**config.mk**
```make
export PLATFORM = sky130hd
export DESIGN_NAME = fbpu_queue
export DESIGN_NICKNAME = d
export VERILOG_FILES = /design/src/hdl/fbpu_pkg.sv /design/src/hdl/fbpu_queue.sv
export SDC_FILE = /design/constraint.sdc
export NUM_CORES = 1
export LEC_CHECK = 0
export ABC_AREA = 1
export BUFFER_PORTS_ARGS = -buffer_cell sky130_fd_sc_hd__buf_2
export CAP_MARGIN = 20
export CORE_MARGIN = 2
export CORE_UTILIZATION = 45
export CTS_BUF_LIST = sky130_fd_sc_hd__clkbuf_8
export CTS_CLUSTER_DIAMETER = 50
export DETAILED_ROUTE_END_ITERATION = 7
export PLACE_DENSITY = 0.69
export SLEW_MARGIN = 15
export SYNTH_ARGS = -nofsm -noshare
export SYNTH_HDL_FRONTEND = slang
export SYNTH_SLANG_ARGS = --single-unit
```
**constraint.sdc**
```tcl
create_clock -name i_clk -period 2.9 [get_ports i_clk]
set_clock_uncertainty 0.2 [all_clocks]
set_input_delay 0.435 -clock i_clk [delete_from_list [all_inputs] [get_ports i_clk]]
set_output_delay 0.435 -clock i_clk [all_outputs]
set_load 0.005 [all_outputs]
```
**src/hdl/fbpu_pkg.sv**
```systemverilog
// Shared types and constants of the framebuffer pixel unpacker.
package fbpu_pkg;

    localparam int unsigned PALETTE_ENTRIES = 256;
    localparam int unsigned PAL_IDX_W       = 8;
    localparam int unsigned PAL_WORD_W      = 24;
    localparam int unsigned QUEUE_DEPTH     = 4;
    localparam int unsigned CFG_DATA_W      = 14;
    localparam int unsigned WIDTH_W         = 13;
    localparam int unsigned STRIDE_W        = 14;
    localparam int unsigned DEPTH_W         = 3;

    localparam logic [1:0] CFG_DEPTH_MODE    = 2'd0;
    localparam logic [1:0] CFG_VISIBLE_WIDTH = 2'd1;
    localparam logic [1:0] CFG_LINE_STRIDE   = 2'd2;

    localparam logic [DEPTH_W-1:0] MODE_1BPP  = 3'd0;
    localparam logic [DEPTH_W-1:0] MODE_2BPP  = 3'd1;
    localparam logic [DEPTH_W-1:0] MODE_4BPP  = 3'd2;
    localparam logic [DEPTH_W-1:0] MODE_8BPP  = 3'd3;
    localparam logic [DEPTH_W-1:0] MODE_16BPP = 3'd4;
    localparam logic [DEPTH_W-1:0] MODE_24BPP = 3'd5;
    localparam logic [DEPTH_W-1:0] MODE_32BPP = 3'd6;

    localparam logic [7:0] ALPHA_OPAQUE = 8'hFF;

    typedef struct packed {
        logic                  kind;
        logic [7:0]            fb_byte;
        logic [PAL_IDX_W-1:0]  palette_index;
        logic [PAL_WORD_W-1:0] palette_word;
    } t_in_item;

    typedef struct packed {
        logic [31:0] pixel_argb;
        logic        line_end;
        logic        last;
    } t_out_item;

    // One queued job: a palette write, or the pixels from one byte (or one gathered multi-byte pixel).
    typedef struct packed {
        logic                  is_wr;
        logic                  direct;
        logic [DEPTH_W-1:0]    mode;
        logic [3:0]            count;
        logic                  le_valid;
        logic [2:0]            le_pos;
        logic [PAL_IDX_W-1:0]  idx_or_byte;
        logic [PAL_WORD_W-1:0] word;
    } t_job;

endpackage

```
**src/hdl/fbpu_queue.sv**
```systemverilog
// Short job queue between the front end and the pixel emitter.
module fbpu_queue import fbpu_pkg::*; (
    input  logic i_clk,
    input  logic i_rst_n,
    input  logic i_push,
    input  t_job i_job,
    output logic o_full,
    output logic o_valid,
    output t_job o_job,
    input  logic i_pop
);

    localparam int unsigned PTR_W = $clog2(QUEUE_DEPTH);
    localparam int unsigned CNT_W = $clog2(QUEUE_DEPTH + 1);

    t_job             r_mem [QUEUE_DEPTH];
    logic [PTR_W-1:0] r_wr_ptr;
    logic [PTR_W-1:0] r_rd_ptr;
    logic [CNT_W-1:0] r_count;

    assign o_full  = (r_count == CNT_W'(QUEUE_DEPTH));
    assign o_valid = (r_count != '0);
    assign o_job   = r_mem[r_rd_ptr];

    always_ff @(posedge i_clk) begin
        if (i_push) begin
            r_mem[r_wr_ptr] <= i_job;
        end
    end

    always_ff @(posedge i_clk) begin
        if (!i_rst_n) begin
            r_wr_ptr <= '0;
            r_rd_ptr <= '0;
            r_count  <= '0;
        end else begin
            if (i_push) begin
                r_wr_ptr <= PTR_W'(r_wr_ptr + PTR_W'(1));
            end
            if (i_pop) begin
                r_rd_ptr <= PTR_W'(r_rd_ptr + PTR_W'(1));
            end
            if (i_push && !i_pop) begin
                r_count <= r_count + CNT_W'(1);
            end else if (!i_push && i_pop) begin
                r_count <= r_count - CNT_W'(1);
            end
        end
    end

`ifndef SYNTHESIS
    a_no_overflow: assert property (@(posedge i_clk) disable iff (!i_rst_n)
        i_push |-> (!o_full || i_pop))
        else $error("queue push while full");
    a_no_underflow: assert property (@(posedge i_clk) disable iff (!i_rst_n)
        i_pop |-> o_valid)
        else $error("queue pop while empty");
    a_count_bound: assert property (@(posedge i_clk) disable iff (!i_rst_n)
        r_count <= CNT_W'(QUEUE_DEPTH))
        else $error("queue count out of range");
`endif

endmodule

```
# Yosys cells after proc, flatten, opt, wreduce, memory -nomap -nowiden

Memories as Yosys holds them, arrays and structs flattened. A register that Yosys moved wholly into a read port is not among the register bits.
Index checks and enable logic that the tools add are counted.

Add/sub/neg operators: 4
Multiply operators: 0
Div/mod/pow operators: 0
Magnitude comparators: 0
Eq/ne operators: 1
Shifts and indexed selects: 0
Multiplexer cells: 6
Bitwise gates (word level): 0
Reduce and logical (&&, ||, !) cells: 6

Operators with widths:

| operator                                                           | number |
|---|---|
| 3-bit two-way mux                                                  | 2 |
| 2-bit by 1-bit adder with 2-bit output, second input constant      | 2 |
| 2-bit two-way mux                                                  | 2 |
| 3-bit by 1-bit adder with 3-bit output, second input constant      | 1 |
| 3-bit equality test, second input constant                         | 1 |
| 3-bit nonzero test                                                 | 1 |
| 3-bit by 1-bit subtractor with 3-bit output, second input constant | 1 |
| 1-bit logical AND                                                  | 2 |
| 1-bit zero test                                                    | 2 |
| 1-bit two-way mux                                                  | 2 |
| 2-bit nonzero test                                                 | 1 |

Register bits after elaboration: 7
Bits in latches: 0
RAM bits: 180
ROM bits: 0
Input bits: 49
Output and inout bits: 47
Word-level logic and storage cells: 21
Memories kept: 1

Memories:

| name  | words | bits a word | rd ports | clocked after memory_dff | wr ports | RTL line         | source |
|---|---|---|---|---|---|---|---|
| r_mem | 4     | 45          | 1        | 1                        | 1        | fbpu_queue.sv:16 | `t_job r_mem [QUEUE_DEPTH];` |

# Longest topological paths before layout

Depth after elaboration: 4
Depth in mapped cells: 10
Mapped depth without buffers: 10

# Least setup slack after synthesis

OpenSTA, ideal clock, no wires.

Path kind: reg2reg
Start point: reg r_wr_ptr[0]
End point: mem r_mem[2][0] (netlist name) (enable)
Setup time: 0.399 ns
Arrival time: 1.470 ns
Required time: 2.301 ns
Slack: 0.830 ns
Cell stages (with the launch flop): 5
Path buffers: 0
Clock period less this slack: 2.070 ns
Cells stage by stage: dfxtp_1 -> inv_1 -> ha_1 -> nand2_1 -> inv_1

RTL lines:

| element                | RTL line         | source |
|---|---|---|
| from (decl)            | fbpu_queue.sv:17 | `logic [PTR_W-1:0] r_wr_ptr;` |
| from (signal assigned) | fbpu_queue.sv:38 | `r_wr_ptr <= PTR_W'(r_wr_ptr + PTR_W'(1));` |
| to (decl)              | fbpu_queue.sv:16 |  |

No word-level cell before the write port.

==> flow_summary.ini <==
[sta]
drv_slew = 0
finalCritPeriodShare = 0.9053
worst_slew_pin_slew_ns = 0.7181
rsz0062_at_grt = no
period_minus_slack_ns = 2.625
max_freq_mhz = 380.9
fin_ws_ns = 0.2747
relSlewSlack = 0.5213
hold_viol_final = 0
setup_violations = 0
fin_setup_tns_ns = 0

[critical_path]
timing.rr.start = r_wr_ptr[1]
max_stage_delay_ns = 0.72
crit_type = reg2out
r2r_cells = 5
start_kind = flop
r2r-end = r_mem[1][35]
cp-end-kind = output port
r2r_slack_ns = 0.98
critPathRequiredTime_ns = 2.27
critical_path.cell_chain = buf_12 > o21ai_0 > o22ai_1 > buf_2
crit_path_end = o_job[24]
crit_arrival_ns = 1.99
slowest_stage = dfxtp_4
crit_fanout = 47

[global_routing]
grt_overflow = 0
grt_pass1_wl_um = 22250
grtUsageTotal = 0.1758
grt_pass1_vias = 4322
grt_max_degree = 91
antenna_found_initial = 0

[detailed_routing]
finalWirelength_um = 14520
wl_per_cell_um = 16.88
route.detailed.drc = 0
antenna_left = 0
drt_iter0_drc = 225
dr.pass1.iters = 4
vias_per_cell = 5.145
vias = 4425

[clocking]
cts.reportedPaths.clkPinSlew_ns = 0.10
numCtsBuffers = 17
cts_tree = done
cts.sinks = 189
cts_root_buf = clkbuf_8
post_cts_buffers = 0
clockBufferDepth = 2
cts.hold.buffers_added = 45
htreeDepth = 4
cts_resized = 0
clock_latency_ns = 0.46

[layout]
fin_util = 0.5455
area.growth.synth_to_final_pct = 19.09
drive_gt1_frac = 0.2143
nets = 686
stdcell_count = 860
n_antenna_cell = 0

[synth]
syn-cell-area_mm2 = 0.007251
synth_nets = 549
postSynthAreaPerCell_um2 = 14.68
yosys.area_share.xor_xnor = 0
yosys_warnings = 0
synth_fa_ha_area_frac = 0.01139
synthSimpleGateAreaFrac = 0.05712
ys_ff_latch = 189
synth_top_family_by_area = compound AO/OA/AOI/OAI gates
netlist-cell-type-count = 21
syn_inst = 494
ys_seq_area_frac = 0.7703
synth.mux.area_fraction = 0
synth-compound-area-share = 0.1079

[pwr]
power_density_mw_per_mm2 = 622.7
leakage_nw = 3.071
peakVddDrop_v = 0.0002963
total_power_mw = 5.377

[place]
gp_congestion = 0.7024
io_buffers = 95
placed_cells = 783
hpwl_um = 7878
place_ws_ns = 0.7429

[outcome]
outcome = completed

[die]
die_y_um = 130.9
ioPinCount = 96
dieArea_mm2 = 0.01714
core_mm2 = 0.01583
start_util = 0.4581
num_rows = 46
die_w_um = 130.9

[run]
maxCapViolCount = 0

[hold_path]
hold_class = in2reg
## worst max-delay path, delay by kind of cell (launching register included)
family	cells	cell delay, ns
flops	1	0.72
buf+inv	2	0.45
compound gates	2	0.34
## Yosys cell counts, drive strengths merged
library cell	count	area (um2)
fa	1	20.02
nand3	1	5.000
nor2	96	360.4
o21ai	96	480.5
edfxtp	180	5405
a21oi	4	20.02
nor3	1	5.000
ha	5	62.56
nand4	1	6.260
buf	28	309.1
clkinv	1	5.000
inv	16	72.57
o22ai	45	281.5
dfxtp	9	180.2
nand2	10	37.54
## worst min-delay path by stage
stage	start	to	slack (ns)	depth (start not counted)
3_5_place_dp	r_rd_ptr[1]	flop	0.24	1
3_3_place_gp	r_rd_ptr[1]	flop	0.22	1
5_1_grt	i_rst_n	r_count[2]	0.05	3
4_1_cts	i_rst_n	r_count[2]	0.03	3
2_1_floorplan	r_rd_ptr[1]	flop	0.21	1
6_report	i_rst_n	r_count[2]	0.06	3
## cells in the final DEF, fill, tap and decap left out, types with 2 or more instances in the layout
cell / instances
o21ai_1: 60
inv_2: 4
clkinv_4: 5
edfxtp_1: 180
dlygate4sd3_1: 45
o22ai_1: 45
o21ai_0: 36
nand2_1: 10
buf_2: 95
clkinv_2: 3
nor2_1: 96
inv_6: 2
ha_1: 5
buf_12: 5
dfxtp_1: 7
clkbuf_8: 17
inv_1: 13
a21oi_1: 4
bufinv_16: 2
## power by group
group          switching (mW)  internal [mW]  leakage [nW]  total, mW
clock                   0.909          0.764         0.200       1.67
combinational           0.320          0.226          1.14      0.546
sequential             0.0481           3.11          1.73       3.16
total                    1.28           4.10          3.07       5.38
## layer usage
metal | vias to the layer above | share of wire | global-route usage
li1 | 2118 | - | -
met4 | 0 | 0.012 | 0.06446
met3 | 14 | 0.045 | 0.04845
met2 | 108 | 0.50 | 0.2932
met5 | - | 0 | 0
met1 | 2185 | 0.44 | 0.2215
## sequential cells by signal, indices dropped and copies added (netlist names), named ones only
register and count:
r_mem 180, r_wr_ptr 2, r_count 3, r_rd_ptr 2
## stage by stage
stage / hold WS (ns) / cell area [um2]
finish: 0.06175 / 8635
global route: 0.05068 / 8635
CTS: 0.02983 / 8635
detailed placement: 0.2361 / 7800
global placement: 0.2177 / 7800
floorplan: 0.2115 / 7251
## kinds of logic (layout without fill, tap and decap cells)
family                     Yosys count  count (layout)
and+or+nand+nor                    109             109
AOI/OAI and AO/OA                  145             145
buffers and inverters               45             195
adders and majority gates            6               6
DFF                                189             189
## cell type report
type	count	area, um2
fillers	1290	7193
flip-flops and latches	189	5590
multi-input cells	260	1279
repair buffers	146	1033
well taps	216	270.3
clock buffers	17	234.0
clock inverters	15	150.1
inverters	17	77.57
Note: power is estimated with default switching activity, not from simulation.
