[src/hdl/fbpu_pkg.sv]
// Shared types and constants of the framebuffer pixel unpacker.
package fbpu_pkg;

    localparam int unsigned PALETTE_ENTRIES = 256;
    localparam int unsigned PAL_IDX_W       = 8;
    localparam int unsigned PAL_WORD_W      = 24;
    localparam int unsigned QUEUE_DEPTH     = 4;
    localparam int unsigned CFG_DATA_W      = 14;
    localparam int unsigned WIDTH_W         = 13;
    localparam int unsigned STRIDE_W        = 14;
    localparam int unsigned DEPTH_W         = 3;

    localparam logic [1:0] CFG_DEPTH_MODE    = 2'd0;
    localparam logic [1:0] CFG_VISIBLE_WIDTH = 2'd1;
    localparam logic [1:0] CFG_LINE_STRIDE   = 2'd2;

    localparam logic [DEPTH_W-1:0] MODE_1BPP  = 3'd0;
    localparam logic [DEPTH_W-1:0] MODE_2BPP  = 3'd1;
    localparam logic [DEPTH_W-1:0] MODE_4BPP  = 3'd2;
    localparam logic [DEPTH_W-1:0] MODE_8BPP  = 3'd3;
    localparam logic [DEPTH_W-1:0] MODE_16BPP = 3'd4;
    localparam logic [DEPTH_W-1:0] MODE_24BPP = 3'd5;
    localparam logic [DEPTH_W-1:0] MODE_32BPP = 3'd6;

    localparam logic [7:0] ALPHA_OPAQUE = 8'hFF;

    typedef struct packed {
        logic                  kind;
        logic [7:0]            fb_byte;
        logic [PAL_IDX_W-1:0]  palette_index;
        logic [PAL_WORD_W-1:0] palette_word;
    } t_in_item;

    typedef struct packed {
        logic [31:0] pixel_argb;
        logic        line_end;
        logic        last;
    } t_out_item;

    // One queued job: a palette write, or the pixels from one byte (or one gathered multi-byte pixel).
    typedef struct packed {
        logic                  is_wr;
        logic                  direct;
        logic [DEPTH_W-1:0]    mode;
        logic [3:0]            count;
        logic                  le_valid;
        logic [2:0]            le_pos;
        logic [PAL_IDX_W-1:0]  idx_or_byte;
        logic [PAL_WORD_W-1:0] word;
    } t_job;

endpackage

[src/hdl/fbpu_front.sv]
// Front end: configuration, line tracking, byte gathering and job classification.
module fbpu_front import fbpu_pkg::*; #(
    parameter int unsigned MAX_LINE_BYTES = 16384
) (
    input  logic                  i_clk,
    input  logic                  i_rst_n,
    input  logic                  i_cfg_we,
    input  logic [1:0]            i_cfg_idx,
    input  logic [CFG_DATA_W-1:0] i_cfg_data,
    input  logic                  i_valid,
    input  t_in_item              i_item,
    output logic                  o_stall,
    input  logic                  i_q_full,
    output logic                  o_push,
    output t_job                  o_job
);

    localparam int unsigned CNT_W = $clog2(MAX_LINE_BYTES);
    localparam int unsigned SUM_W = CNT_W + 1;
    localparam int unsigned CMP_W = (SUM_W > STRIDE_W) ? SUM_W : STRIDE_W;

    logic [DEPTH_W-1:0]  r_depth;
    logic [WIDTH_W-1:0]  r_vis_w;
    logic [STRIDE_W-1:0] r_stride;
    logic [CNT_W-1:0]    r_cnt;
    logic [WIDTH_W-1:0]  r_col;
    logic [23:0]         r_gather;
    logic [1:0]          r_phase;

    logic [SUM_W-1:0]    cnt_inc;
    logic                wrap;
    logic                accept;
    logic                byte_ok;
    logic [3:0]          ppb;
    logic                direct;
    logic [23:0]         color;
    logic [23:0]         gather_acc;
    logic [1:0]          phase_inc;
    logic                complete;
    logic [23:0]         n_gather;
    logic [1:0]          n_phase;
    logic [WIDTH_W-1:0]  remain;
    logic [3:0]          pix_cnt;
    logic [WIDTH_W-1:0]  n_col;
    logic                le_hit;

    assign o_stall = i_q_full;
    assign accept  = i_valid && !i_q_full;
    assign byte_ok = !i_item.kind && (r_stride != '0);

    always_comb begin
        gather_acc = (r_phase == 2'd3) ? r_gather
                   : (r_gather | (24'(i_item.fb_byte) << {r_phase, 3'b000}));
        phase_inc  = r_phase + 2'd1;
        ppb        = 4'd0;
        direct     = 1'b0;
        complete   = 1'b0;
        n_gather   = r_gather;
        n_phase    = r_phase;
        unique case (r_depth)
            MODE_1BPP: begin
                ppb = 4'd8; n_gather = '0; n_phase = '0;
            end
            MODE_2BPP: begin
                ppb = 4'd4; n_gather = '0; n_phase = '0;
            end
            MODE_4BPP: begin
                ppb = 4'd2; n_gather = '0; n_phase = '0;
            end
            MODE_8BPP: begin
                ppb = 4'd1; n_gather = '0; n_phase = '0;
            end
            MODE_16BPP, MODE_24BPP, MODE_32BPP: begin
                direct   = 1'b1;
                complete = ({1'b0, phase_inc} >= (r_depth - MODE_8BPP + 3'd1))
                           || (phase_inc == 2'd0);
                ppb      = complete ? 4'd1 : 4'd0;
                n_gather = complete ? '0 : gather_acc;
                n_phase  = complete ? '0 : phase_inc;
            end
            default: begin
                ppb = 4'd0;
            end
        endcase
        if (r_depth == MODE_16BPP) begin
            color = {gather_acc[15:11], gather_acc[15:13],
                     gather_acc[10:5],  gather_acc[10:9],
                     gather_acc[4:0],   gather_acc[4:2]};
        end else begin
            color = gather_acc;
        end
    end

    always_comb begin
        remain = r_vis_w - r_col;
        if (r_col >= r_vis_w) begin
            pix_cnt = 4'd0;
        end else if (remain < WIDTH_W'(ppb)) begin
            pix_cnt = remain[3:0];
        end else begin
            pix_cnt = ppb;
        end
        n_col  = r_col + WIDTH_W'(pix_cnt);
        le_hit = (pix_cnt != 4'd0) && (n_col == r_vis_w);
    end

    assign cnt_inc = {1'b0, r_cnt} + SUM_W'(1);
    assign wrap    = (CMP_W'(cnt_inc) >= CMP_W'(r_stride))
                  || (cnt_inc >= SUM_W'(MAX_LINE_BYTES));

    assign o_push = accept && (i_item.kind || (byte_ok && (pix_cnt != 4'd0)));

    always_comb begin
        o_job             = '0;
        o_job.is_wr       = i_item.kind;
        o_job.direct      = direct;
        o_job.mode        = r_depth;
        o_job.count       = pix_cnt;
        o_job.le_valid    = le_hit;
        o_job.le_pos      = 3'(pix_cnt - 4'd1);
        o_job.idx_or_byte = i_item.kind ? i_item.palette_index : i_item.fb_byte;
        o_job.word        = i_item.kind ? i_item.palette_word : color;
    end

    always_ff @(posedge i_clk) begin
        if (!i_rst_n) begin
            r_depth  <= MODE_16BPP;
            r_vis_w  <= '0;
            r_stride <= '0;
            r_cnt    <= '0;
            r_col    <= '0;
            r_gather <= '0;
            r_phase  <= '0;
        end else begin
            if (i_cfg_we) begin
                unique case (i_cfg_idx)
                    CFG_DEPTH_MODE:    r_depth  <= i_cfg_data[DEPTH_W-1:0];
                    CFG_VISIBLE_WIDTH: r_vis_w  <= i_cfg_data[WIDTH_W-1:0];
                    CFG_LINE_STRIDE:   r_stride <= i_cfg_data[STRIDE_W-1:0];
                    default: ;
                endcase
            end
            if (accept && byte_ok) begin
                if (wrap) begin
                    r_cnt    <= '0;
                    r_col    <= '0;
                    r_gather <= '0;
                    r_phase  <= '0;
                end else begin
                    r_cnt    <= cnt_inc[CNT_W-1:0];
                    r_col    <= n_col;
                    r_gather <= n_gather;
                    r_phase  <= n_phase;
                end
            end
        end
    end

endmodule

[config.mk]
export PLATFORM = sky130hd
export DESIGN_NAME = fbpu_front
export DESIGN_NICKNAME = d
export VERILOG_FILES = /design/src/hdl/fbpu_pkg.sv /design/src/hdl/fbpu_front.sv
export SDC_FILE = /design/constraint.sdc
export NUM_CORES = 1
export LEC_CHECK = 0
export BUFFER_PORTS_ARGS = -buffer_cell sky130_fd_sc_hd__buf_2
export CORE_ASPECT_RATIO = 0.8
export CORE_MARGIN = 2
export CORE_UTILIZATION = 51
export CTS_CLUSTER_DIAMETER = 100
export DETAILED_ROUTE_END_ITERATION = 6
export PLACE_DENSITY = 0.77
export RECOVER_POWER = 50
export SKIP_CTS_REPAIR_TIMING = 1
export SLEW_MARGIN = 20
export SYNTH_ARGS = -nofsm -noshare
export SYNTH_HDL_FRONTEND = slang
export SYNTH_SLANG_ARGS = --single-unit
[constraint.sdc]
create_clock -name i_clk -period 8.21 [get_ports i_clk]
set_clock_uncertainty 0.05 [all_clocks]
set_input_delay 2.463 -clock i_clk [delete_from_list [all_inputs] [get_ports i_clk]]
set_output_delay 2.463 -clock i_clk [all_outputs]
set_load 0.1 [all_outputs]
### Word level (Yosys, flattened, before mapping)

Index checks and enable logic that the tools add are counted.

| word-level totals | value |
|---|---|
| bits in read-only memories | 0 |
| input port bits | 62 |
| output and inout port bits | 47 |
| memories | 0 |
| logic and storage cells | 71 |
| RAM bits | 0 |
| register bits after elaboration | 83 |
| latch bits | 0 |

| operators by class | value |
|---|---|
| add/subtract/negate cells | 7 |
| eq/ne operators | 10 |
| bitwise gates (word level) | 1 |
| div/mod/pow operators | 0 |
| shift operators | 1 |
| muxes and demuxes | 17 |
| reductions and logical operators | 23 |
| $mul | 0 |
| $lt $le $gt $ge | 5 |

Operator list:

| operator | count |
|---|---|
| $mux 24 | 5 |
| $pmux 24 s2 | 1 |
| $or 24x24->24 | 1 |
| $shl 8x5->24 | 1 |
| $pmux 4 s5 | 1 |
| $add 14x1->15 const B | 1 |
| $ge 15x14->1 | 1 |
| $ge 15x15->1 const B | 1 |
| $mux 14 | 1 |
| $reduce_bool 14->1 | 1 |
| $add 13x4->13 | 1 |
| $eq 13x13->1 | 1 |
| $ge 13x13->1 | 1 |
| $lt 13x4->1 | 1 |
| $mux 13 | 1 |
| $sub 13x13->13 | 1 |
| $eq 3x3->1 const B | 3 |
| $mux 4 | 2 |
| $mux 8 | 1 |
| $reduce_and 2->1 | 4 |
| $eq 3x2->1 const B | 2 |
| $logic_and 1x1->1 | 6 |
| $eq 2x2->1 const B | 2 |
| $logic_not 2->1 | 2 |
| 17 further kinds | 22 |

### Depth between registers and ports, before layout

| logic depth | value |
|---|---|
| depth in word-level cells | 13 |
| gate-level depth with buffers | 27 |
| depth with buffers taken out | 25 |

### Worst setup path before layout

No wires, ideal clock.

| timing | value |
|---|---|
| path kind | register -> output |
| from | reg r_depth[1] |
| to | out o_job[35] in the netlist's numbering |
| required time | 5697 ps |
| arrival time | 7605 ps |
| cell stages (with the launch flop) | 24 |
| setup slack | -1908 ps |
| buffers on the path | 3 |
| path through | dfxtp_1 -> buf_6 -> nor2b_1 -> nand2b_1 -> ha_1 -> nand3b_1 -> a21boi_0 -> a2111oi_2 -> nand4_1 -> nor4_2 -> and3_1 -> buf_6 -> nand2_1 -> a21boi_0 -> ha_1 -> a21oi_1 -> nor2_1 -> nand3_1 -> or3_1 -> xnor2_1 -> nor4_1 -> nand4_1 -> a2111oi_2 -> buf_4 |

RTL lines:

| what | RTL line | source |
|---|---|---|
| start: declaration | fbpu_front.sv:22 | `logic [DEPTH_W-1:0] r_depth;` |
| start signal: assignment | fbpu_front.sv:137 | `CFG_DEPTH_MODE: r_depth <= i_cfg_data[DEPTH_W-1:0];` |
| end: declaration | fbpu_front.sv:15 | `output t_job o_job` |

==> impl_metrics.json <==
{
  "status": "finished with violations",
  "violations": "max-capacitance violations, max-slew violations",
  "holdWs_ns": 0.4013,
  "dp_hpwl_um": 11980,
  "drt_wl_total_um": 16950,
  "critPathCaptureType": "output port",
  "core_um2": 11470,
  "dpl_cell_area_um2": 6624,
  "crit_start": "r_vis_w[0]",
  "ys_warn_count": 0,
  "cts_buffers": 9,
  "drtIter0Drc": 570,
  "p_comb_share_pct": 31.3,
  "clk_pin_slew_ns": 0.06,
  "dp.cells": 1023,
  "p_leak_nw": 2.908,
  "syn_inst": 809,
  "finalHoldViolations": 0,
  "die_height_um": 100.9,
  "cts_num_sinks": 83,
  "clock_power_share_pct": 32.4,
  "min_from": "r_col[11]",
  "synth_fa_ha_area_share_pct": 9.038,
  "diodes": 0,
  "nets": 1000,
  "critPathMaxFanout": 3,
  "synth-edff-count": 0,
  "synth_compound_area_share_pct": 23.24,
  "cp.arrival_ns": 5.58,
  "p_sw_w": 0.0004312,
  "startpoint_type": "register",
  "grtUsageTotal_pct": 26.13,
  "synth_top_family_by_area": "simple AND/OR/NAND/NOR gates",
  "reg2reg_from": "r_cnt[0]",
  "antenna_found_initial": 0,
  "synth_xor_area_share_pct": 6.151,
  "post_drt_wl_per_cell_um": 16.19,
  "ys.flop_type": "dfxtp_1",
  "yosys.cell_types.count": 60,
  "timing.final.crit_share_pct": 98.61,
  "gp_congestion": 0.8760,
  "rsz0062_at_grt": "true",
  "clk_path_buf_depth": 2,
  "portBuffers": 108,
  "cts_max_level": 3,
  "first_global_vias": 5598,
  "power_density_nw_per_um2": 159.5,
  "setup_viol": 0,
  "stdcell_count": 1047,
  "yosysSeqAreaShare_pct": 27.78,
  "slew_viol_final": 103,
  "achievable-frequency_mhz": 123.5,
  "insertion_delay_ns": 0.34,
  "viasPerCell": 5.899,
  "async_reset_ff_share_pct": 0,
  "grt_max_degree": 63,
  "overflow": 0,
  "synth_simple_gate_area_share_pct": 24.56,
  "power_frac_seq_pct": 36.3,
  "ir_worst_vdd_mv": 0.1267,
  "postSynthNetCount": 913,
  "rows": 35,
  "design_area_um2": 7198,
  "drc": 0,
  "via_count": 6176,
  "syn2layout_area_growth_pct": 20.36,
  "muxShareOfSynthArea_pct": 2.699,
  "cap_viol_max_count": 2,
  "worst_pin_slew_ns": 2.686,
  "ant_nets": 0,
  "hp-class": "reg -> reg",
  "fp.dieW_um": 125.1,
  "initial_core_util_pct": 52.13,
  "cts_tree": "done",
  "grt_pass1_wl_um": 27150,
  "p_sw_share_pct": 37.56,
  "drive_gt1_share_pct": 22.36,
  "synth_area_per_cell_um2": 7.393,
  "synth.cell_area_um2": 5981,
  "cts-root-buf": "clkbuf_16",
  "p_int_w": 0.0007168,
  "firstDrtPassIters": 5,
  "pin_count": 109,
  "crit_type": "reg -> out",
  "critical_path_required_ns": 5.70,
  "dieArea_um2": 12610,
  "fin_crit_ns": 8.096,
  "slew_headroom_pct": -79.04,
  "ys_ff_latch": 83
}
stage by stage:
step                utilization, %  setup TNS (ns)  setup slack (ns)   power, W
floorplan                        -               0           0.01525  0.0006945
global placement             57.73               0            0.1894  0.0007658
detailed placement           57.73       -0.008381         -0.008381  0.0007678
CTS                          60.07         -0.3759           -0.3759   0.001135
global route                 62.74         -0.1650           -0.1650   0.001195
finish                       62.74               0            0.1138   0.001148
registers in the layout (all words and copies together), names as in the netlist:
signal and flops:
r_cnt 14, r_col 13, r_depth 3, r_gather 24
r_phase 2, r_stride 14, r_vis_w 13
path summary, 6_finish.rpt:
| path | end | slack (ns) | cells after the start |
|---|---|---|---|
| worst max-delay path | o_job[35] | 0.11 | 25 |
| worst min-delay path | r_col[11] | 0.40 | 2 |
| worst max register to register | r_col[8] | 2.73 | 16 |
| worst min register to register | r_col[11] | 0.40 | 2 |
routing by layer:
layer | vias to the layer above | track usage, % | wire, um
li1 | 3057 | - | -
met1 | 2856 | 37.56 | 8151
met2 | 231 | 40.18 | 7342
met3 | 32 | 5.626 | 1185
met4 | 0 | 6.325 | 272
met5 | - | 0 | 0
cells in the mapped netlist (all sizes together), types with 13 or more instances:
cell type / instances / share of area [%]
dfxtp: 83 / 28
a21o: 15 / 1.9
o21ai: 49 / 4.1
nor2: 31 / 1.9
clkbuf: 39 / 2.4
xnor2: 29 / 4.2
or4: 14 / 1.8
nand3: 52 / 4.4
ha: 40 / 8.4
buf: 13 / 1.5
a21oi: 85 / 7.3
xor2: 13 / 1.9
nand2: 148 / 9.3
o31ai: 30 / 3.8
inv: 41 / 2.6
power by group through the flow:
| stage | clock [W] | sequential (W) | combinational (W) |
|---|---|---|---|
| 6_report | 0.000372 | 0.000416 | 0.000360 |
| 5_1_grt | 0.000395 | 0.000417 | 0.000383 |
| 4_1_cts | 0.000375 | 0.000416 | 0.000344 |
| 3_5_place_dp | 0 | 0.000425 | 0.000343 |
| 3_3_place_gp | 0 | 0.000425 | 0.000341 |
| 2_1_floorplan | 0 | 0.000426 | 0.000269 |
cells in the final DEF (no fill, tap or decap), types with 9 or more instances in the layout:
| cell | netlist | routed |
|---|---|---|
| nand2_1 | 147 | 147 |
| buf_2 | 0 | 103 |
| a21oi_1 | 84 | 80 |
| dfxtp_1 | 83 | 75 |
| nand3_1 | 52 | 51 |
| o21ai_0 | 48 | 47 |
| inv_1 | 41 | 40 |
| ha_1 | 40 | 32 |
| nor2_1 | 31 | 30 |
| o31ai_1 | 30 | 30 |
| xnor2_1 | 29 | 26 |
| buf_4 | 5 | 17 |
| a21o_1 | 15 | 15 |
| or4_1 | 14 | 14 |
| xor2_1 | 13 | 13 |
| mux2_2 | 9 | 9 |
| clkbuf_16 | 0 | 9 |
cell families (layout without fill, tap and decap cells):
| family | Yosys count | in the layout |
|---|---|---|
| multiplexers | 15 | 15 |
| AND/OR/NAND/NOR | 311 | 311 |
| flip-flops | 83 | 83 |
| buffers and inverters | 93 | 183 |
| adder cells (fa/ha/maj) | 42 | 42 |
| AO/OA/AOI/OAI | 223 | 223 |
| XOR/XNOR | 42 | 42 |
area by class of cell:
cell class              count  area (um^2)
clock inverters             3        15.01
inverters                  41        153.9
fillers                  1029         4275
multi-input cells         633         4195
flip-flops and latches     83         1672
well taps                 148        185.2
repair buffers            128        724.4
clock buffers              11        252.7
worst max-delay path, cell delays in order (launching register included):
cell and delay (ns):
dfxtp_2 0.36, inv_2 0.05, ha_4 0.16, fa_2 0.41, xnor2_4 0.21, ha_4 0.24, a21oi_4 0.14, a21boi_2 0.08
a2111oi_4 0.32, nand4_1 0.14, nor4_2 0.20, and3_4 0.25, mux2i_2 0.24, and2_4 0.20, ha_4 0.14, fa_2 0.21
a21o_1 0.14, a21oi_2 0.07, nor2_2 0.15, nand3_2 0.09, or3_4 0.42, xnor2_2 0.14, nor4_2 0.18, nand4_1 0.19
a2111oi_4 0.30, buf_12 0.22
Power figures use the tool's default switching activity.
